## src/rtl/core/mi4_pkg.sv

```systemverilog
package mi4_pkg;

    localparam logic [3:0] LastIndex  = 4'd15;
    localparam int         QueueDepth = 4;
    localparam int         QuoBits    = 32;
    localparam int         QuoCntW    = $clog2(QuoBits);
    localparam logic [31:0] SatMax    = 32'h7FFF_FFFF;
    localparam logic [31:0] SatMin    = 32'h8000_0000;
    localparam logic [2:0] LastPerm   = 3'd5;
    localparam logic [1:0] LastDetCol = 2'd3;

    typedef enum logic [4:0] {
        S_LOAD,
        S_FX,
        S_FY,
        S_FZ,
        S_GZ,
        S_MUL1,
        S_SET2,
        S_MUL2,
        S_ACC,
        S_DF,
        S_DG,
        S_DMUL,
        S_DACC,
        S_DCHK,
        S_QF,
        S_QG,
        S_QDIV,
        S_QSAT,
        S_OUT
    } mi4_state_t;

    // column picked by each row of a 3x3 permutation term, packed {row2, row1, row0}
    function automatic logic [5:0] mi4_perm_cols(input logic [2:0] perm);
        logic [5:0] cols;
        unique case (perm)
            3'd0:    cols = {2'd2, 2'd1, 2'd0};
            3'd1:    cols = {2'd0, 2'd2, 2'd1};
            3'd2:    cols = {2'd1, 2'd0, 2'd2};
            3'd3:    cols = {2'd1, 2'd2, 2'd0};
            3'd4:    cols = {2'd0, 2'd1, 2'd2};
            3'd5:    cols = {2'd2, 2'd0, 2'd1};
            default: cols = {2'd2, 2'd1, 2'd0};
        endcase
        return cols;
    endfunction

    function automatic logic mi4_perm_odd(input logic [2:0] perm);
        return perm >= 3'd3;
    endfunction

    // store address of factor j of term perm in the minor of cofactor k
    function automatic logic [3:0] mi4_term_addr(input logic [3:0] k, input logic [2:0] perm,
                                                 input logic [1:0] j);
        logic [1:0] sr;
        logic [1:0] sc;
        logic [1:0] r;
        logic [1:0] pc;
        logic [1:0] c;
        logic [5:0] cols;
        sr   = k[3:2];
        sc   = k[1:0];
        cols = mi4_perm_cols(perm);
        r    = j + {1'b0, j >= sr};
        pc   = cols[2*j +: 2];
        c    = pc + {1'b0, pc >= sc};
        return {c, r};
    endfunction

endpackage

```

## src/rtl/core/mi4_front.sv

```systemverilog
module mi4_front
    import mi4_pkg::*;
#(
    parameter int ELEMENT_WIDTH = 32
)
(
    input  logic                     clk,
    input  logic                     rst_n,
    input  logic                     in_valid,
    output logic                     in_ready,
    input  logic [ELEMENT_WIDTH-1:0] element_value,
    output logic                     push_valid,
    input  logic                     push_ready,
    output logic [ELEMENT_WIDTH-1:0] push_value,
    output logic [3:0]               push_index
);

    logic [3:0] load_count_reg;
    logic [3:0] load_count_next;

    assign in_ready   = push_ready;
    assign push_valid = in_valid;
    assign push_value = element_value;
    assign push_index = load_count_reg;

    always_comb
    begin
        load_count_next = load_count_reg;
        if (in_valid && push_ready)
        begin
            load_count_next = (load_count_reg == LastIndex) ? 4'd0 : load_count_reg + 4'd1;
        end
    end

    always_ff @(posedge clk or negedge rst_n)
    begin
        if (!rst_n)
        begin
            load_count_reg <= 4'd0;
        end
        else
        begin
            load_count_reg <= load_count_next;
        end
    end

endmodule

```

## config.mk

```make
export PLATFORM = sky130hd
export DESIGN_NAME = mi4_front
export DESIGN_NICKNAME = d
export VERILOG_FILES = /design/src/rtl/core/mi4_pkg.sv /design/src/rtl/core/mi4_front.sv
export SDC_FILE = /design/constraint.sdc
export NUM_CORES = 1
export LEC_CHECK = 0
export BUFFER_PORTS_ARGS = -buffer_cell sky130_fd_sc_hd__buf_2
export CORE_UTILIZATION = 27
export DETAILED_ROUTE_END_ITERATION = 16
export PLACE_DENSITY = 0.79
export REMOVE_ABC_BUFFERS = 1
export SYNTH_ARGS = -nofsm -noshare
export SYNTH_HDL_FRONTEND = slang
export SYNTH_SLANG_ARGS = --single-unit
export TNS_END_PERCENT = 30
```

## constraint.sdc

```tcl
create_clock -name clk -period 1.2 [get_ports clk]
set_input_delay 0.24 -clock clk [delete_from_list [all_inputs] [get_ports clk]]
set_output_delay 0.24 -clock clk [all_outputs]
set_load 0.1 [all_outputs]
```

# After elaboration in Yosys (flattened, before gate mapping)
# Index checks and enable logic that the tools add are counted.
[classes]
mux = 1
n_div = 0
n_lt_le_gt_ge = 0
n_reduce_logical = 1
mul = 0
n_shift = 0
n_addsub = 1
bitwise = 0
eq_ne = 1
[op_table]
columns = ["operator", "n"]
rows = [
  ["4-bit by 1-bit adder with 4-bit output (second input constant)", 1],
  ["4-bit equality test (second input constant)", 1],
  ["4-bit 2-to-1 mux", 1],
  ["1-bit logical AND", 1],
]
[word_totals]
reg_bits = 4
ramBits = 0
latch_bits = 0
romBits = 0
word_cells = 5
input_bits = 36
output_inout_bits = 38
n_memories = 0

# Depth between registers and ports, before layout
# Gate-level depths: netlist of run 1.
[logic_depth]
ltp_word = 2
depth_mapped = 4
depth_no_buf = 4

# Worst setup path after synthesis of run 1
# No wires, ideal clock.
[synth_path]
path_kind = "flip-flop to flip-flop"
startpoint = "register load_count_reg[0], in the netlist push_index[0]"
endpoint = "register load_count_reg[3], in the netlist push_index[3]"
setup_time_ns = 0.162
required_time_ns = 1.038
setup_slack_ns = -0.530
arrival_ns = 1.567
synth_period_minus_slack_ns = 1.730
n_path_buf = 0
stages_incl_launch_ff = 5
cell_sequence = "dfrtp_1 -> ha_1 -> a21oi_1 -> o21ai_0 -> o31ai_1"
[synth_between]
elab_chain_len = 2
word_cells_on_any_way = 3
classes_between = "add/sub (1); eq/ne (1); mux (1)"
[synth_lines]
columns = ["item", "line_no", "text"]
rows = [
  ["start: declaration", "mi4_front.sv:18", "logic [3:0] load_count_reg;"],
  ["start signal: assignment", "mi4_front.sv:43", "load_count_reg <= load_count_next;"],
  ["4-bit by 1-bit adder with 4-bit output or 4-bit equality test (tied branches)", "mi4_front.sv:31", "load_count_next = (load_count_reg == LastIndex) ? 4'd0 : load_count_reg + 4'd1;"],
  ["4-bit 2-to-1 mux *", "mi4_front.sv:31", ""],
]
# Mark *: on every way between the ends. The rest lies on a longest branch, timed or not.
# A chain may end at the register's enable or synchronous reset.

# Worst setup path in the final report of run 1
[layout_path]
startpoint = "register load_count_reg[0], in the netlist push_index[0]"
endpoint = "output port push_index[0]"
[layout_rtl]
columns = ["item", "line_no", "text"]
rows = [
  ["end: declaration", "mi4_front.sv:15", "output logic [3:0] push_index"],
]
# No word-level cell between the ends.

==> summary.txt, run 1 <==
Run status
  – Status: complete, no violations

Routing
  – Drt pass-1 iters: 4
  – Detail Route Antenna Nets: 0
  – WL per Instance: about 35 um
  – Vias/cell: roughly 5.2
  – Via Count: 246
  – Iteration-0 DRC Markers: 7
  – Drc violations: 0
  – Final wirelength: 1660 um

Final layout
  – # diodes: 0
  – Synth-to-Final Area Change: -11.9%
  – Max reg flops: 4
  – Share of cells above drive strength 1: about half
  – NumNets Final: 70
  – Layout Cells excl Fill: 47
  – Commonest non-fill, non-tap cell in the layout: buf_12
  – Most frequent cells in the layout: 6 x buf_12, 4 x dfrtp_1, 3 x clkbuf_4, 3 x buf_2

Floorplanning
  – Die height: ~42 um
  – Die Area: between 0.0015 and 0.002 sq mm
  – Io pins: 74
  – Number of cell rows: 14
  – Initial Util: between 20 and 30%
  – CORE AREA: 0.00152 sq mm
  – Die X: approximately 42 um

GRT
  – Global-route wire length before repair: about 2200 um
  – Largest net degree at the start of global routing: 6
  – Initial antenna violation count: 0
  – GRT Overall Usage: 19.5%
  – Global route overflow: 0
  – Vias in the first global route: ~260

Timing
  – RSZ-0062 raised after global routing: false
  – Post-route clock period utilization: 98.2%
  – Final hold vios: 0
  – Final setup TNS: 0 ns
  – Fin crit period: roughly 1.2 ns
  – Worst-margin pin slew: between 0.2 and 0.25 ns
  – Max Freq: between 0.8 and 0.9 GHz
  – Slew Limit Fails: 0
  – Hold Slack: 0.345 ns
  – Final setup fails: 0
  – Final Skew: slightly above 0.003 ns
  – Max-slew headroom at the worst pin: between 80% and 90%

Clocking
  – H-tree levels: 1
  – Clk sink count: 4
  – Post-CTS Setup Repair Bufs: 0
  – Longest Clk Path Bufs: 2
  – CTS clk-pin slew, worst paths: 0.04 ns
  – CTS tree: done
  – Num CTS Buffers: 3
  – Root Driver: clkbuf_4
  – Clock insertion delay at the later pin of the skew report: ~0.23 ns

Yosys
  – Post-synth top area share: just under 60%
  – Netlist cell types: 13
  – Instance count of the mapped netlist: 50
  – Post-Syn Area: ~440 sq um
  – Synth Register Bits: 4
  – Synth area leader: buf_4
  – Register area share after synthesis: between 20 and 25%
  – Yosys warning count: 0
  – Synth top area cells: buf_4 58%, dfrtp_1 23%, ha_1 2.8%
  – Synth Area per Inst: 8.83 sq um

Job
  – Max Cap Viol: 0

Pwr
  – Power consumption: 1320 uW
  – PwrDens: 3400 mW/mm^2
  – Worst vdd ir: between 1000 and 1500 uV
  – Leakage power figure: 0.000176 uW

Place
  – Placed cell count: 43
  – IO Port Bufs: 9
  – RD Place Congestion: approximately 0.85

Critical path
  – Crit path kind: reg -> out
  – Worst Path Required: about 0.96 ns
  – CP Max Fanout: 5
  – Critical path launch point type: flop
  – Critical Path AT: between 0.9 and 1 ns
  – Crit end category: output port

Worst hold path
  – Worst Hold Class: in -> async
report_power, final:
group / switching (uW) / total, uW / internal, uW
clock: 49.4 / 161 / 111
combinational: 574 / 903 / 329
sequential: 65.5 / 259 / 193
cells by family after synthesis:
group	count (synthesis)	share of synthesized area, %
adders and majority gates	1	2.83
xor gates and xnor gates	1	1.98
DFF	4	22.7
muxes	1	2.55
buffers and inverters	34	57.8
AOI/OAI and AO/OA	5	7.65
and+or+nand+nor	4	4.53
final cells by class:
type	count	area [sq um]
clock buffers	3	22.5
fillers	148	1130
multi-input cells	12	86.3
well taps	16	20.0
repair buffers	12	160
flip-flops and latches	4	100
Yosys cell counts:
cell type	n
a21oi_1	1
ha_1	1
a21o_1	1
dfrtp_1	4
buf_4	34
mux2_2	1
o21ai_0	1
nand2_2	1
nand3_1	2
a311oi_1	1
nand2_1	1
xnor2_1	1
o31ai_1	1
repair_timing:
action,in CTS,in global routing
hold buffers,1,0
endpoints found under the hold margin,4,0
resized for setup,0,0
per-stage QoR:
step | setup WS [ns] | util, % | area (sq um)
CTS | 0.0156 | 25.5 | 389
finish | 0.0210 | 25.5 | 389
floorplan | -0.530 | - | 186
detailed placement | 0.163 | 23.4 | 357
global placement | 0.194 | 23.4 | 357
global route | 0.00380 | 25.5 | 389
critical path, cell delays in order (launching register included):
cell	delay, ns
dfrtp_1	0.38
buf_4	0.16
buf_12	0.16
final timing paths:
path / from / slack, ns / depth (start not counted) / end
worst min-delay path: rst_n / 0.35 / 2 / push_index[0]
worst min register to register: push_index[3] / 0.57 / 1 / push_index[3]
worst max-delay path: push_index[0] / 0.02 / 2 / push_index[0]
min in group clk: in_valid / 0.36 / 3 / push_index[2]
max in group asynchronous: rst_n / 0.73 / 2 / push_index[2]
worst max register to register: push_index[0] / 0.16 / 2 / push_index[1]
layer usage:
layer / GRT usage (%) / vias up / part of all wire [%]
met4: 7.50 / 0 / 0
met5: 0 / - / 0
met1: 11.1 / 101 / 19
li1: - / 91 / -
met3: 34.9 / 0 / 38
met2: 25.8 / 54 / 42
(Power assumes the default switching activity.)
==> run 2: changes to the inputs <==
- ABC_AREA: unset -> 1
- PLACE_DENSITY: 0.79 -> 0.77
==> run 2 against run 1 <==
  * The run now ends with design-rule violations left
  * Critical path depth is 1 lower
  * Sequential share of layout area is 0.49 points lower
  * Core utilization is 0.092 points lower
  * Register-to-register slack hardly changed
  * Cell area is 1.9% higher
  * Synthesized cell count is 18% higher
  * Fmax is 3.6% higher
  * Global-route usage is 0.33 points lower
  * Setup slack better by 0.041 ns
  * Critical endpoint is now push_index[2]
  * Largest power group unchanged
==> summary.txt, run 2 <==
Run status
  – Status: finished with violations
  – Failing checks: design-rule violations

Critical path
  – Critical Path Max Stage Delay: 0.45 ns
  – Worst path buffer plus inverter count: 1
  – Crit end category: output port
  – Critical Path AT: ~0.9 ns
  – Critical path depth: 1
  – Critical path launch point type: flop
  – Crit path kind: reg -> out
  – Reg2Reg Depth: 4
  – Crit-path leading delay family: flip-flops
  – Worst Path Required: 0.96 ns
  – Worst-path cell chain: buf_12
  – CP Max Fanout: 4
  – Worst path slowest cell: dfrtp_1

Timing
  – Final hold vios: 0
  – Final setup TNS: 0 ns
  – Fin crit period: roughly 1.1 ns
  – Max Freq: 0.879 GHz
  – Slew Limit Fails: 0
  – Final WS setup: roughly 0.062 ns
  – Final Skew: between 0.005 and 0.006 ns
  – Worst-margin pin slew: 0.216 ns
  – RSZ-0062 raised after global routing: false
  – Post-route clock period utilization: 94.8%
  – Final setup fails: 0
  – Max-slew headroom at the worst pin: a little under nine tenths

Clocking
  – Post-CTS Setup Repair Bufs: 0
  – Longest Clk Path Bufs: 2
  – Root Driver: clkbuf_4
  – Num CTS Buffers: 3
  – Clk sink count: 4
  – CTS tree: done
  – H-tree levels: 1
  – CTS clk-pin slew, worst paths: around 0.040 ns
  – Post-CTS sizing: 0
  – Clock insertion delay at the later pin of the skew report: around 0.24 ns

Final layout
  – Area of the multi-input gates: around 94 sq um
  – Most frequent cells in the layout: 7 x nand2_1, 6 x buf_12, 4 x dfrtp_1
  – Commonest non-fill, non-tap cell in the layout: nand2_1
  – Max reg flops: 4
  – Share of cells above drive strength 1: a little over two fifths
  – FF+latch area: around 100 sq um
  – NumNets Final: between 70 and 80
  – Final Util: between 20% and 30%
  – # diodes: 0
  – Synth-to-Final Area Change: -14.6%
  – Final Cell Area: between 300 and 400 sq um
  – Layout fillers: 160

Routing
  – Final wirelength: approximately 1700 um
  – Iteration-0 DRC Markers: 18
  – Vias/cell: between 5 and 6
  – Drc violations: 12
  – Via Count: around 290
  – Drt pass-1 iters: 10
  – WL per Instance: around 32 um
  – Detail Route Antenna Nets: 0

GRT
  – Global route overflow: 0
  – Global-route wire length before repair: between 2000 and 2500 um
  – Largest net degree at the start of global routing: 5
  – GRT Overall Usage: between 10% and 20%
  – Initial antenna violation count: 0
  – Vias in the first global route: a little under 300

Floorplanning
  – Io pins: 74
  – Number of cell rows: 14
  – CORE AREA: 0.00156 sq mm
  – Die Area: 0.00189 sq mm
  – Initial Util: between 20 and 30%
  – Die height: approximately 43 um
  – Die X: between 40 and 50 um

Place
  – Placed inst area: 364 sq um
  – IO Port Bufs: 9
  – DP Wirelength: 1580 um
  – Pre-CTS setup slack: ~0.18 ns
  – RD Place Congestion: about 0.78

Yosys
  – Most frequent cell after synthesis: buf_4
  – Synth cell count leaders: 34 x buf_4, 7 x nand2_1, 4 x dfrtp_1, 3 x nand3_1
  – Synth Register Bits: 4
  – Synth Area per Inst: ~7.9 sq um
  – Instance count of the mapped netlist: between 50 and 60
  – Post-synthesis simple-gate area fraction: between 10% and 20%
  – Adder-Cell Fraction of Synth Area: between 2 and 3%
  – Netlist cell types: 13
  – Mux contribution to synthesized area: 0%
  – Synth Area in Compound Gates: under 10%
  – Area share of xor/xnor cells in the synthesized design: roughly 1.9%
  – Synth top area cells: buf_4 55%, dfrtp_1 22%, nand2_1 5.7%
  – Post-Syn Area: between 400 and 500 sq um
  – Post-synth EDFFs: 0
  – Largest family of logic cells by synthesized area: buffers and inverters
  – Fraction of registers with async set/reset: 100%
  – Register area share after synthesis: a little over a fifth
  – Post-synth top area share: a little over half
  – Synth area leader: buf_4
  – Synth Flop Type: dfrtp_1
  – Yosys warning count: 0

Pwr
  – Leakage power figure: 0.000197 uW
  – Worst vdd ir: 1070 uV
  – PwrDens: 3310 mW/mm^2

Job
  – Max Cap Viol: 0

Worst hold path
  – Worst Hold Class: in -> async
run 2: cell types whose count changed in the layout (fill, tap and decap cells not counted), moves of 2 or more:
| cell | change |
|---|---|
| nand2_1 | +6 |
| buf_4 | -2 |
| inv_1 | +2 |
| inv_2 | +2 |
run 2: stage by stage:
stage	hold WS, ns	total power (uW)	cells
final	0.334	1310	54
after global routing	0.346	1370	54
after CTS	0.325	1330	54
after detailed placement	0.0502	1150	50
after global placement	0.0485	1140	50
after floorplan	-0.0556	781	25
run 2: final cells by class:
type | count | area share (%)
clock buffer | 3 | 5.68
inverter | 4 | 3.79
multi-input combinational | 17 | 23.7
sequential | 4 | 25.2
tap | 16 | 5.05
timing repair buffer | 10 | 36.6
run 2: cells by family (layout without fill, tap and decap cells):
kind of cell	after synthesis	count (layout)
flops	4	4
xor+xnor	1	1
compound gates	1	1
buf+inv	38	17
simple gates	14	14
fa+ha+maj	1	1
run 2: where the power goes:
group	switching (uW)	total [uW]	internal (uW)
clock network	59.5	172	112
registers	92.9	286	193
logic	565	856	291
total	717	1310	597
run 2: what timing repair did:
| item | CTS | global route |
|---|---|---|
| endpoints found under the hold margin | 4 | 0 |
| hold buffers | 1 | 0 |
| setup endpoints to repair | 0 | 0 |
run 2: path summary, 6_finish.rpt:
path | endpoint | slack, ns | from
worst max-delay path | push_index[2] | 0.06 | push_index[2]
worst min-delay path | push_index[1] | 0.33 | rst_n
worst max register to register | push_index[0] | 0.16 | push_index[1]
worst min register to register | push_index[3] | 0.59 | push_index[3]
max in group asynchronous | push_index[0] | 0.74 | rst_n
min in group clk | push_index[1] | 0.37 | push_ready
run 2: routing by layer:
layer / GRT usage [%] / part of all wire [%]
met5: 0 / 0
met4: 5.63 / 0.75
met3: 29.6 / 33
met2: 26.7 / 43
met1: 13.6 / 23
