$ cat src/rtl/core/mi4_pkg.sv
package mi4_pkg;

    localparam logic [3:0] LastIndex  = 4'd15;
    localparam int         QueueDepth = 4;
    localparam int         QuoBits    = 32;
    localparam int         QuoCntW    = $clog2(QuoBits);
    localparam logic [31:0] SatMax    = 32'h7FFF_FFFF;
    localparam logic [31:0] SatMin    = 32'h8000_0000;
    localparam logic [2:0] LastPerm   = 3'd5;
    localparam logic [1:0] LastDetCol = 2'd3;

    typedef enum logic [4:0] {
        S_LOAD,
        S_FX,
        S_FY,
        S_FZ,
        S_GZ,
        S_MUL1,
        S_SET2,
        S_MUL2,
        S_ACC,
        S_DF,
        S_DG,
        S_DMUL,
        S_DACC,
        S_DCHK,
        S_QF,
        S_QG,
        S_QDIV,
        S_QSAT,
        S_OUT
    } mi4_state_t;

    // column picked by each row of a 3x3 permutation term, packed {row2, row1, row0}
    function automatic logic [5:0] mi4_perm_cols(input logic [2:0] perm);
        logic [5:0] cols;
        unique case (perm)
            3'd0:    cols = {2'd2, 2'd1, 2'd0};
            3'd1:    cols = {2'd0, 2'd2, 2'd1};
            3'd2:    cols = {2'd1, 2'd0, 2'd2};
            3'd3:    cols = {2'd1, 2'd2, 2'd0};
            3'd4:    cols = {2'd0, 2'd1, 2'd2};
            3'd5:    cols = {2'd2, 2'd0, 2'd1};
            default: cols = {2'd2, 2'd1, 2'd0};
        endcase
        return cols;
    endfunction

    function automatic logic mi4_perm_odd(input logic [2:0] perm);
        return perm >= 3'd3;
    endfunction

    // store address of factor j of term perm in the minor of cofactor k
    function automatic logic [3:0] mi4_term_addr(input logic [3:0] k, input logic [2:0] perm,
                                                 input logic [1:0] j);
        logic [1:0] sr;
        logic [1:0] sc;
        logic [1:0] r;
        logic [1:0] pc;
        logic [1:0] c;
        logic [5:0] cols;
        sr   = k[3:2];
        sc   = k[1:0];
        cols = mi4_perm_cols(perm);
        r    = j + {1'b0, j >= sr};
        pc   = cols[2*j +: 2];
        c    = pc + {1'b0, pc >= sc};
        return {c, r};
    endfunction

endpackage

$ cat src/rtl/core/mi4_fifo.sv
module mi4_fifo
    import mi4_pkg::*;
#(
    parameter int WIDTH = 36
)
(
    input  logic             clk,
    input  logic             rst_n,
    input  logic             wr_valid,
    output logic             wr_ready,
    input  logic [WIDTH-1:0] wr_data,
    output logic             rd_valid,
    input  logic             rd_ready,
    output logic [WIDTH-1:0] rd_data
);

    localparam int PtrW = $clog2(QueueDepth);

    logic [WIDTH-1:0]  slot_reg [QueueDepth];
    logic [PtrW-1:0]   wr_ptr_reg;
    logic [PtrW-1:0]   wr_ptr_next;
    logic [PtrW-1:0]   rd_ptr_reg;
    logic [PtrW-1:0]   rd_ptr_next;
    logic [PtrW:0]     count_reg;
    logic [PtrW:0]     count_next;
    logic              push;
    logic              pop;

    assign wr_ready = count_reg != (PtrW+1)'(QueueDepth);
    assign rd_valid = count_reg != '0;
    assign rd_data  = slot_reg[rd_ptr_reg];
    assign push     = wr_valid && wr_ready;
    assign pop      = rd_valid && rd_ready;

    always_comb
    begin
        wr_ptr_next = push ? wr_ptr_reg + 1'b1 : wr_ptr_reg;
        rd_ptr_next = pop ? rd_ptr_reg + 1'b1 : rd_ptr_reg;
        count_next  = count_reg + (PtrW+1)'(push) - (PtrW+1)'(pop);
    end

    always_ff @(posedge clk or negedge rst_n)
    begin
        if (!rst_n)
        begin
            wr_ptr_reg <= '0;
            rd_ptr_reg <= '0;
            count_reg  <= '0;
        end
        else
        begin
            wr_ptr_reg <= wr_ptr_next;
            rd_ptr_reg <= rd_ptr_next;
            count_reg  <= count_next;
        end
    end

    always_ff @(posedge clk)
    begin
        if (push)
        begin
            slot_reg[wr_ptr_reg] <= wr_data;
        end
    end

endmodule

$ cat config.mk
export PLATFORM = sky130hd
export DESIGN_NAME = mi4_fifo
export DESIGN_NICKNAME = d
export VERILOG_FILES = /design/src/rtl/core/mi4_pkg.sv /design/src/rtl/core/mi4_fifo.sv
export SDC_FILE = /design/constraint.sdc
export NUM_CORES = 1
export LEC_CHECK = 0
export BUFFER_PORTS_ARGS = -buffer_cell sky130_fd_sc_hd__buf_2
export CORE_UTILIZATION = 31
export DETAILED_ROUTE_END_ITERATION = 6
export MAX_ROUTING_LAYER = met4
export PLACE_DENSITY = 0.46
export SETUP_SLACK_MARGIN = 0.1
export SLEW_MARGIN = 0
export SYNTH_ARGS = -nofsm -noshare
export SYNTH_HDL_FRONTEND = slang
export SYNTH_SLANG_ARGS = --single-unit
$ cat constraint.sdc
create_clock -name clk -period 2.12 [get_ports clk]
set_input_delay 0 -clock clk [delete_from_list [all_inputs] [get_ports clk]]
set_output_delay 0 -clock clk [all_outputs]
set_load 0.02 [all_outputs]
Yosys cells after proc, flatten, opt, wreduce, memory -nomap -nowiden
Memories as Yosys holds them, arrays and structs flattened.
Cells that the tools add are included.
Word-level totals
  flip-flop bits (word level): 7
  bits in latches: 0
  RAM bits: 144
  bits in read-only memories: 0
  input port bits: 40
  output and inout port bits: 38
  logic and storage cells: 14
  memories: 1
Operators by class
  add/subtract/negate cells: 4
  multiply operators: 0
  divide/modulo/power cells: 0
  $lt $le $gt $ge: 0
  eq/ne operators: 1
  shifts and indexed selects: 0
  muxes and demuxes: 2
  bitwise logic cells: 0
  reductions and logical operators: 3
Memory list
  slot_reg: depth 4, bits a word 36, read ports 1, clocked after Yosys merged registers in 0, wr ports 1, RTL line mi4_fifo.sv:19  | logic [WIDTH-1:0] slot_reg [QueueDepth];
Operators by type and width (number)
  adder 2 x 1 -> 2 bit (second input constant): 2
  adder 3 x 1 -> 3 bit: 1
  inequality test 3 bit (second input constant): 1
  nonzero test 3 bit: 1
  subtractor 3 x 1 -> 3 bit: 1
  logical AND 1 bit: 2
  2-to-1 mux 1 bit: 2

Longest topological paths before layout
Gate-level depths: netlist (run 1).
  word-level depth: 4
  mapped depth: 9
  mapped depth without buffers: 9

Least setup slack after synthesis (run 1)
Ideal clock, no wire load.
  kind: reg-to-reg
  start point: register count_reg[1]
  end point: register count_reg[2]
  library setup time: 0.129 ns
  data arrival time: 1.970 ns
  data required time: 1.991 ns
  slack: 0.021 ns
  stages on the path, launching flop included: 10
  path buffers: 0
  clock period less this slack: 2.099 ns
  path through: dfrtp_1 nor3b_2 nand2b_1 ha_1 inv_1 ha_1 inv_1 fa_1 xnor2_1 xnor2_1
Between the ends
  word-level cells in the longest chain between the ends: 4
  elaborated cells between the ends (all ways): 6
  those cells by class: 2 x add/sub; 1 x eq/ne; 3 x reduce/logical
RTL lines
  start, declared: RTL line mi4_fifo.sv:24  | logic [PtrW:0] count_reg;
  start signal, assigned: RTL line mi4_fifo.sv:54  | count_reg <= count_next;
  inequality test 3 bit: RTL line mi4_fifo.sv:29  | assign wr_ready = count_reg != (PtrW+1)'(QueueDepth);
  logical AND 1 bit: RTL line mi4_fifo.sv:32  | assign push = wr_valid && wr_ready;
  adder 3 x 1 -> 3 bit: RTL line mi4_fifo.sv:39  | count_next = count_reg + (PtrW+1)'(push) - (PtrW+1)'(pop);
  subtractor 3 x 1 -> 3 bit *: RTL line mi4_fifo.sv:39
  net count_next[2]: RTL line mi4_fifo.sv:25  | logic [PtrW:0] count_next;
The timed path passes the listed nets; every way through them passes the cells marked *.
A chain may end at the register's enable or synchronous reset.

Final worst setup path (run 1)
  start point: register count_reg[0]
  end point: register count_reg[2]
Between the ends
  elaborated cells between the ends (all ways): 6
  those cells by class: 2 x add/sub; 1 x eq/ne; 3 x reduce/logical
RTL lines
  nonzero test 3 bit: RTL line mi4_fifo.sv:30  | assign rd_valid = count_reg != '0;
  logical AND 1 bit: RTL line mi4_fifo.sv:33  | assign pop = rd_valid && rd_ready;
  net pop: RTL line mi4_fifo.sv:27  | logic pop;
  subtractor 3 x 1 -> 3 bit: RTL line mi4_fifo.sv:39
  net count_next[2]: RTL line mi4_fifo.sv:25
The timed path passes the listed nets, and every way through them passes these cells.

==> results of run 1 <==
## through the flow
step / hold WS [ns] / worst slack, ns
2_1_floorplan: -0.296 / 0.101
3_3_place_gp: -0.148 / 0.0899
3_5_place_dp: -0.153 / 0.0659
4_1_cts: 0.314 / 0.109
5_1_grt: 0.333 / 0.0831
6_report: 0.335 / 0.167
## repair_timing
action,4_1_cts,5_1_grt
endpoints found under the setup margin,1,1
hold buffers,40,0
pin swaps,2,1
endpoints found under the hold margin,154,0
gates resized for setup,1,2
setup buffers,4,0
cloned,0,0
## area by class of cell
class                      instances  area (um2)
fill                            1632       10600
inverter                           6        22.5
multi-input combinational         64        1100
clock inverter                    10         105
timing repair buffer             131         916
sequential                       151        4500
tap                              229         287
clock buffer                      22         444
## cells by family (layout without fill, tap and decap cells)
group | count (synthesis) | after routing | synth area share, %
mux | 36 | 36 | 14.3
xor+xnor | 4 | 4 | 0.617
fa+ha+maj | 7 | 7 | 1.67
compound gates | 4 | 4 | 0.573
flops | 151 | 151 | 79.2
buf+inv | 14 | 169 | 1.78
simple gates | 13 | 13 | 1.85
## cells in the final DEF, fill, tap and decap left out, types with 2 or more instances in the layout
| cell | count |
|---|---|
| clkinv_2 | 4 |
| buf_2 | 77 |
| buf_4 | 12 |
| and3b_2 | 4 |
| nand2b_1 | 4 |
| dfrtp_2 | 4 |
| nand4bb_1 | 2 |
| o211ai_1 | 2 |
| edfxtp_1 | 144 |
| dlygate4sd3_1 | 40 |
| bufinv_16 | 2 |
| dfrtp_1 | 3 |
| ha_1 | 6 |
| clkbuf_1 | 5 |
| clkbuf_16 | 17 |
| mux4_2 | 36 |
| clkinv_4 | 2 |
| buf_12 | 2 |
| inv_1 | 6 |
| xnor2_1 | 2 |
| clkinv_1 | 2 |
## power breakdown
group / leakage [uW] / internal, uW / total [uW] / switching [uW]
logic: 0.000922 / 1470 / 3350 / 1870
clock network: 0.000271 / 1720 / 2810 / 1100
registers: 0.00140 / 3960 / 4180 / 223
total: 0.00259 / 7150 / 10300 / 3190
## per-layer routing
| layer | part of all wire (%) | up-vias |
|---|---|---|
| li1 | - | 1249 |
| met5 | 0 | - |
| met3 | 5.2 | 8 |
| met2 | 49 | 59 |
| met4 | 1.1 | 0 |
| met1 | 44 | 1414 |
## worst max path at each step
stage / start / end / slack (ns) / cells after the start
2_1_floorplan: count_reg[0]$_DFF_PN0_ / count_reg[2]$_DFF_PN0_ / 0.10 / 9
3_3_place_gp: count_reg[0]$_DFF_PN0_ / count_reg[2]$_DFF_PN0_ / 0.09 / 8
3_5_place_dp: count_reg[0]$_DFF_PN0_ / count_reg[2]$_DFF_PN0_ / 0.07 / 8
4_1_cts: count_reg[0]$_DFF_PN0_ / count_reg[2]$_DFF_PN0_ / 0.11 / 8
5_1_grt: count_reg[0]$_DFF_PN0_ / count_reg[2]$_DFF_PN0_ / 0.08 / 8
6_report: count_reg[0]$_DFF_PN0_ / count_reg[2]$_DFF_PN0_ / 0.17 / 8
## worst reg2reg max path, stage by stage (launching register included)
cell     delay [ns]
dfrtp_2        0.43
o31a_1         0.30
ha_1           0.27
inv_1          0.06
ha_1           0.13
inv_1          0.05
fa_2           0.34
xnor2_2        0.14
xnor2_1        0.12
==> out/qor.yml, run 1 <==
outcome: "complete, but fails checks"
violations: "design-rule violations"
rsz0062_at_grt: "yes"
fmax_mhz: 512
dieArea_um2: 18900
grt_pass1_wl_mm: 16.2
place_area_um2: 6390
finalHoldViolCount: 0
synth_edf_count: 144
die_h_um: 137
syn-num-nets: 276
detail-route-antenna-nets: 0
slew_headroom_pct: 60.4
drv_cap: 0
syn-cell-area_um2: 5680
finalSetupTns_ns: 0
wl_mm: 10.6
largest_reg_flops: 144
end_kind: "flop"
ys.flop_type: "edfxtp_1"
fin_worst_skew_ns: 0.00853
place_inst: 537
reg2regPathDepth: 8
ff2ff_setup_slack_ns: 0.17
finalInstanceArea_um2: 7380
clock-sinks: 151
grtUsageMet3_pct: 4.64
fin_util_pct: 41.1
cp.arrival_ns: 2.25
htreeDepth: 4
grtUsageMet1_pct: 14.9
synth_most_common_cell: "edfxtp_1"
yosys.area.top_type_share_pct: 76.1
track_usage_pct: 12.6
hold_path_startpoint: "wr_data[27]"
synth_common_cells: "144 x edfxtp_1, 36 x mux4_2, 7 x dfrtp_1"
path_clk_slew_ns: 0.06
path_buf_inv: 2
grt.overflow.total: 0
start_util_pct: 31.6
layout.nets: 418
first_iter_violations: 197
setup_violations: 0
path_cells: "o31a_1 > ha_1 > inv_1 > ha_1 > inv_1 > fa_2 > xnor2_2 > xnor2_1"
synth_area_leaders: "edfxtp_1 76%, mux4_2 14%, dfrtp_1 3.1%"
drc_errors: 2
synth_cell_type_count: 21
antenna_found_initial: 0
drt-vias-per-instance: 4.45
n_antenna_cell: 0
drt_first_pass_iters: 6
dp_hpwl_mm: 5.95
place.gp.congestion: 0.664
p_per_area_nw_per_um2: 1400
critical_path_peak_fanout: 4
io-pin-count: 78
cpPeakStageDelay_ns: 0.43
cpMaxStageDelayCell: "dfrtp_2"
max-vdd-ir-drop_mv: 0.672
fin_cells: 613
num_vias: 2730
synthArstFlopShare_pct: 4.64
syn_area_per_cell_um2: 24.8
regToRegStartpoint: "count_reg[0]$_DFF_PN0_"
cts_buffers: 17
synth-seq-cells: 151
fin_crit_ns: 1.95
tightest_slew_ns: 0.593
hp-class: "primary input to flop"
die_x_um: 137
drive_gt1_share_pct: 42.4
worstSetupPathType: "flop to flop"
grt_util_met2_pct: 19.8
yosysTopAreaCell: "edfxtp_1"
grt_max_degree: 37
regToRegEndpoint: "count_reg[2]$_DFF_PN0_"
core_um2: 18000
maxSlewViolCount: 0
ys_seq_area_share_pct: 79.2
cp_top_family: "adder cells"
p_total_uw: 10300
holdPathEnd: "slot_reg[2][27]$_DFFE_PP_"
cts_root_buf: "clkbuf_16"
cts_tree: "built"
area.growth.synth_to_final_pct: 29.9
finalCritPeriodShare_pct: 92.1
insertion_delay_ns: 0.41
grt.busiest_layer: "met2"
grt_pass1_vias: 2893
port_buffers: 77
p_leak_uw: 0.00259
hold_path_depth: 2
worst_ep_required_time_ns: 2.42
clockBufferDepth: 2
setup.worst_path.start_class: "flop"
syn_inst: 229
wl_per_cell_um: 17.3
num_rows: 49
ys_warn_count: 0
Power figures use the tool's default switching activity.
==> run 2: changes to the inputs <==
Settings changed: ABC_AREA set to 1.
==> run 2 against run 1 <==
  * The flow now finishes without violations
  * Sequential cell count is the same
  * Register-to-register slack gained 0.06 ns
  * Critical path depth grew 2
  * Count of clock-buffer cells in the layout shrank 3
  * Clock skew grew 0.0030 ns
  * Sequential share of layout area shrank 3.5 points
  * Power grew 5.3%
  * Maximum frequency grew 3.2%
  * First-iteration DRC count grew 1.5%
  * Largest cell class unchanged
  * Highest routed layer unchanged
==> out/qor.yml, run 2 <==
p_per_area_nw_per_um2: 1390
synth-seq-cells: 151
finalHoldViolCount: 0
syn_area_per_cell_um2: 11.8
finalWorstSetupSlack_ns: 0.228
path_cells: "nor2_4 > nand2_2 > nand2_2 > inv_1 > ha_1 > inv_1 > ha_1 > inv_1 > fa_1 > inv_1"
cts_root_buf: "clkbuf_16"
max-vdd-ir-drop_mv: 0.710
grt_pass1_vias: 3821
finalSetupTns_ns: 0
final_common_cell: "edfxtp_1"
drv_cap: 0
first_iter_violations: 200
place_inst: 844
clockBufferDepth: 2
cts_tree: "built"
path_buf_inv: 4
track_usage_pct: 13.8
largest_reg_flops: 144
synthArstFlopShare_pct: 4.64
layout_common_cells: "144 x edfxtp_1, 125 x nand2_1, 77 x buf_2, 72 x nor2_1, 66 x o21ai_0"
path_clk_slew_ns: 0.06
path_common_cell: "inv_1"
syn_inst: 513
outcome: "completed"
synthSimpleGateAreaFrac_pct: 13.1
drive_gt1_share_pct: 20.2
cpPeakStageDelay_ns: 0.48
setup.worst_path.start_class: "flop"
drc_errors: 0
synthAdderAreaFrac_pct: 1.57
synth_common_cells: "144 x edfxtp_1, 127 x nand2_1, 77 x nor2_1"
synth_area_leaders: "edfxtp_1 71%, nand2_1 7.9%, o21ai_0 5.5%"
synth_edf_count: 144
finalCritPeriodShare_pct: 89.2
rsz0062_at_grt: "no"
worst_ep_required_time_ns: 2.43
ys_warn_count: 0
hp-class: "primary input to flop"
setup_violations: 0
fin_cells: 918
clock-sinks: 151
io-pin-count: 78
fin_worst_skew_ns: 0.0115
grt_max_degree: 78
core_um2: 19000
antenna_found_initial: 1
start_util_pct: 32.0
cp_top_family: "adder cells"
synth_xor_area_share_pct: 0
layout.nets: 691
wl_per_cell_um: 13.7
yosys.area.top_type_share_pct: 71.4
fin_crit_ns: 1.89
insertion_delay_ns: 0.42
tightest_slew_ns: 0.423
slew_headroom_pct: 71.7
timing.hold.ws_ns: 0.333
fmax_mhz: 529
syn-num-nets: 560
dieArea_um2: 20100
cpMaxStageDelayCell: "fa_1"
cp.arrival_ns: 2.20
detail-route-antenna-nets: 0
worstSetupPathType: "flop to flop"
muxShareOfSynthArea_pct: 0
area.growth.synth_to_final_pct: 29.3
place.gp.congestion: 0.758
synth_top_family_by_area: "simple AND/OR/NAND/NOR gates"
num_vias: 3878
fin_util_pct: 41.3
num_rows: 50
htreeDepth: 4
drt_first_pass_iters: 4
synth_compound_area_share_pct: 5.95
drt-vias-per-instance: 4.22
die_h_um: 142
port_buffers: 77
synth_most_common_cell: "edfxtp_1"
dp_hpwl_mm: 7.86
cts_buffers: 17
synth_cell_type_count: 16
yosysTopAreaCell: "edfxtp_1"
p_leak_uw: 0.00316
ys_seq_area_share_pct: 74.3
die_x_um: 142
grt_pass1_wl_mm: 20.1
syn-cell-area_um2: 6060
place_ws_ns: 0.130
wl_mm: 12.6
ys.flop_type: "edfxtp_1"
maxSlewViolCount: 0
grt.overflow.total: 0
end_kind: "flop"
critical_path_peak_fanout: 5
[run 2: worst register-to-register path: stages, from the launching register on]
cell,delay (ns)
dfrtp_2,0.44
nor2_4,0.13
nand2_2,0.09
nand2_2,0.07
inv_1,0.04
ha_1,0.25
inv_1,0.05
ha_1,0.13
inv_1,0.05
fa_1,0.48
inv_1,0.05
[run 2: logic make-up after synthesis]
kind of cell | count (synthesis)
flops | 151
buf+inv | 74
fa+ha+maj | 7
compound gates | 72
simple gates | 209
[run 2: timing repair]
item                                    4_1_cts  5_1_grt
hold buffers                                 40        0
setup buffers                                 0        1
endpoints found under the setup margin        0        2
gates resized for setup                       0        5
endpoints found under the hold margin       155        0
[run 2: path summary, 6_finish.rpt]
path	from	to	slack, ns	depth (start not counted)
max in group asynchronous	rst_n	rd_ptr_reg[0]$_DFFE_PN0P_	1.30	3
max	count_reg[1]$_DFF_PN0_	count_reg[1]$_DFF_PN0_	0.23	10
min	wr_data[9]	slot_reg[3][9]$_DFFE_PP_	0.33	2
min in group asynchronous	rst_n	rd_ptr_reg[1]$_DFFE_PN0P_	0.53	3
min reg2reg	rd_ptr_reg[1]$_DFFE_PN0P_	rd_ptr_reg[1]$_DFFE_PN0P_	0.49	2
max reg2reg	count_reg[1]$_DFF_PN0_	count_reg[1]$_DFF_PN0_	0.23	10
[run 2: power by group]
| part | switching [uW] | total [uW] | internal [uW] | leakage (uW) |
|---|---|---|---|---|
| Clock | 1150 | 2760 | 1600 | 0.000262 |
| Combinational | 2740 | 4020 | 1280 | 0.00150 |
| Sequential | 172 | 4110 | 3940 | 0.00140 |
[run 2: area by class of cell]
class | instances | area, um2
fillers | 1851 | 11100
flip-flops and latches | 151 | 4500
multi-input cells | 288 | 1290
repair buffers | 134 | 976
clock buffers | 19 | 433
well taps | 260 | 325
inverters | 52 | 195
clock inverters | 13 | 108
diodes | 1 | 2.50
[run 2: metrics by stage]
step / area (um2) / total power, uW
finish: 7830 / 10900
global route: 7830 / 11600
CTS: 7810 / 11100
detailed placement: 6870 / 8220
global placement: 6870 / 8160
floorplan: 6070 / 6770
[run 2: routing by layer]
layer / routed length, um / vias to the layer above / global-route usage, %
met5: 0 / - / -
met4: 174 / 0 / 5.09
met3: 470 / 15 / 3.71
met2: 5860 / 66 / 21.4
met1: 6060 / 1823 / 17.2
li1: - / 1974 / -
==> run 3: changes to the inputs <==
Settings changed: PLACE_DENSITY 0.46 to 0.44.
Clock period 2.12 ns to 2.3 ns, I/O delays scaled along.
==> run 3 against run 2 <==
  * Wire length rose by 2.2%
  * Highest routed layer unchanged
  * Clock skew shrank 0.0039 ns
  * Non-clock buffer count fell by 2
  * Count of clock-buffer cells in the layout increased by 1
  * Sequential power shrank 6.3%
  * Critical endpoint is now rd_data[31]
  * Critical path depth fell by 5
  * Sequential share of layout area decreased by 0.17 points
==> out/qor.yml, run 3 (synthesis gave the netlist of run 2 again) <==
track_usage_pct: 13.9
tightest_slew_ns: 0.444
grt_pass1_wl_mm: 20.0
num_rows: 50
drt-vias-per-instance: 4.26
final_common_cell: "edfxtp_1"
path_clk_slew_ns: 0.06
fin_crit_ns: 1.98
maxSlewViolCount: 0
fillers: 1805
finalCritPeriodShare_pct: 86.0
num_vias: 3896
fmax_mhz: 506
clock-sinks: 151
setup_violations: 0
end_kind: "output port"
area.growth.synth_to_final_pct: 29.7
hp-class: "primary input to flop"
rsz0062_at_grt: "no"
drive_gt1_share_pct: 19.1
cts_root_buf: "clkbuf_16"
dieArea_um2: 20100
cts_buffers: 17
p_leak_uw: 0.00317
drv_cap: 0
finalHoldViolCount: 0
drt_first_pass_iters: 4
io-pin-count: 78
grt_pass1_vias: 3707
place.gp.congestion: 0.745
wl_per_cell_um: 14.1
setup.worst_path.start_class: "flop"
core_um2: 19000
finalWorstSetupSlack_ns: 0.323
n_antenna_cell: 0
first_iter_violations: 176
largest_reg_flops: 144
cp.arrival_ns: 1.98
port_buffers: 77
slew_headroom_pct: 70.4
max-vdd-ir-drop_mv: 0.605
layout.nets: 689
htreeDepth: 4
worstSetupPathType: "flop to output port"
worst_ep_required_time_ns: 2.30
detail-route-antenna-nets: 0
start_util_pct: 32.0
fin_util_pct: 41.4
antenna_found_initial: 0
grt_max_degree: 45
drc_errors: 0
wl_mm: 12.8
clockBufferDepth: 2
regArea_um2: 4500
die_h_um: 142
multi_input_area_um2: 1280
cts_tree: "built"
dp_hpwl_mm: 7.60
critical_path_peak_fanout: 28
layout_common_cells: "144 x edfxtp_1, 127 x nand2_1, 77 x buf_2, 73 x nor2_1, 66 x o21ai_0"
insertion_delay_ns: 0.42
die_x_um: 142
p_per_area_nw_per_um2: 1300
grt.overflow.total: 0
finalSetupTns_ns: 0
outcome: "completed"
place_ws_ns: 0.337
fin_worst_skew_ns: 0.00768
==> run 3: changes by cell type in the layout (fill, tap and decap cells not counted), moves of 2 or more <==
cell       previous run  this run
buf_4                12         8
clkinv_4              3         0
nand2_1             125       127
nand2_2               2         0
bufinv_16             1         3
==> run 3: cell type report <==
| type | instances | area share [%] |
|---|---|---|
| Clock inverter | 11 | 1.69 |
| Tap cell | 260 | 4.14 |
| Sequential cell | 151 | 57.3 |
| Inverter | 52 | 2.49 |
| Clock buffer | 20 | 5.56 |
| Timing Repair Buffer | 132 | 12.5 |
| Multi-Input combinational cell | 288 | 16.2 |
==> run 3: worst paths after layout <==
| check | from | endpoint | slack (ns) | depth (start not counted) |
|---|---|---|---|---|
| worst min register to register | rd_ptr_reg[1]$_DFFE_PN0P_ | rd_ptr_reg[1]$_DFFE_PN0P_ | 0.49 | 2 |
| worst max-delay path | rd_ptr_reg[0]$_DFFE_PN0P_ | rd_data[31] | 0.32 | 5 |
| worst max register to register | count_reg[1]$_DFF_PN0_ | count_reg[2]$_DFF_PN0_ | 0.33 | 11 |
| max in group asynchronous | rst_n | rd_ptr_reg[0]$_DFFE_PN0P_ | 1.49 | 3 |
| worst min-delay path | wr_data[30] | slot_reg[3][30]$_DFFE_PP_ | 0.34 | 2 |
| min in group asynchronous | rst_n | count_reg[1]$_DFF_PN0_ | 0.53 | 3 |
==> run 3: metal layers <==
layer	vias up	track usage, %	wire length, um
met1	1849	18.0	6340
met5	-	-	0
met2	69	21.0	5920
met3	13	3.51	422
li1	1965	-	-
met4	0	5.26	159
==> run 3: power by group <==
group	internal, uW	total (uW)	leakage, uW	switching (uW)
Clock	1680	2700	0.000275	1020
Combinational	1190	3690	0.00150	2490
Sequential	3630	3850	0.00140	221
Total	6500	10200	0.00317	3730
==> run 3: metrics by stage <==
step / instances / cell area [um2] / power (uW) / hold slack [ns]
after floorplan: 513 / 6070 / 6240 / -0.296
after global placement: 842 / 6850 / 7520 / -0.155
after detailed placement: 842 / 6850 / 7540 / -0.155
after CTS: 913 / 7830 / 10300 / 0.320
after global routing: 914 / 7850 / 10900 / 0.320
final: 914 / 7850 / 10200 / 0.337
==> run 3: timing repair <==
action / in CTS / in global routing
setup buffers: 0 / 1
hold buffers: 40 / 0
resized for setup: 1 / 0
endpoints found under the hold margin: 155 / 0
setup endpoints to repair: 1 / 10
==> run 3: worst max-delay path, cell delays in order (launching register included) <==
cell,delay (ns)
dfrtp_4,0.63
inv_2,0.26
buf_12,0.23
o21ai_0,0.11
nand2_1,0.12
buf_2,0.18
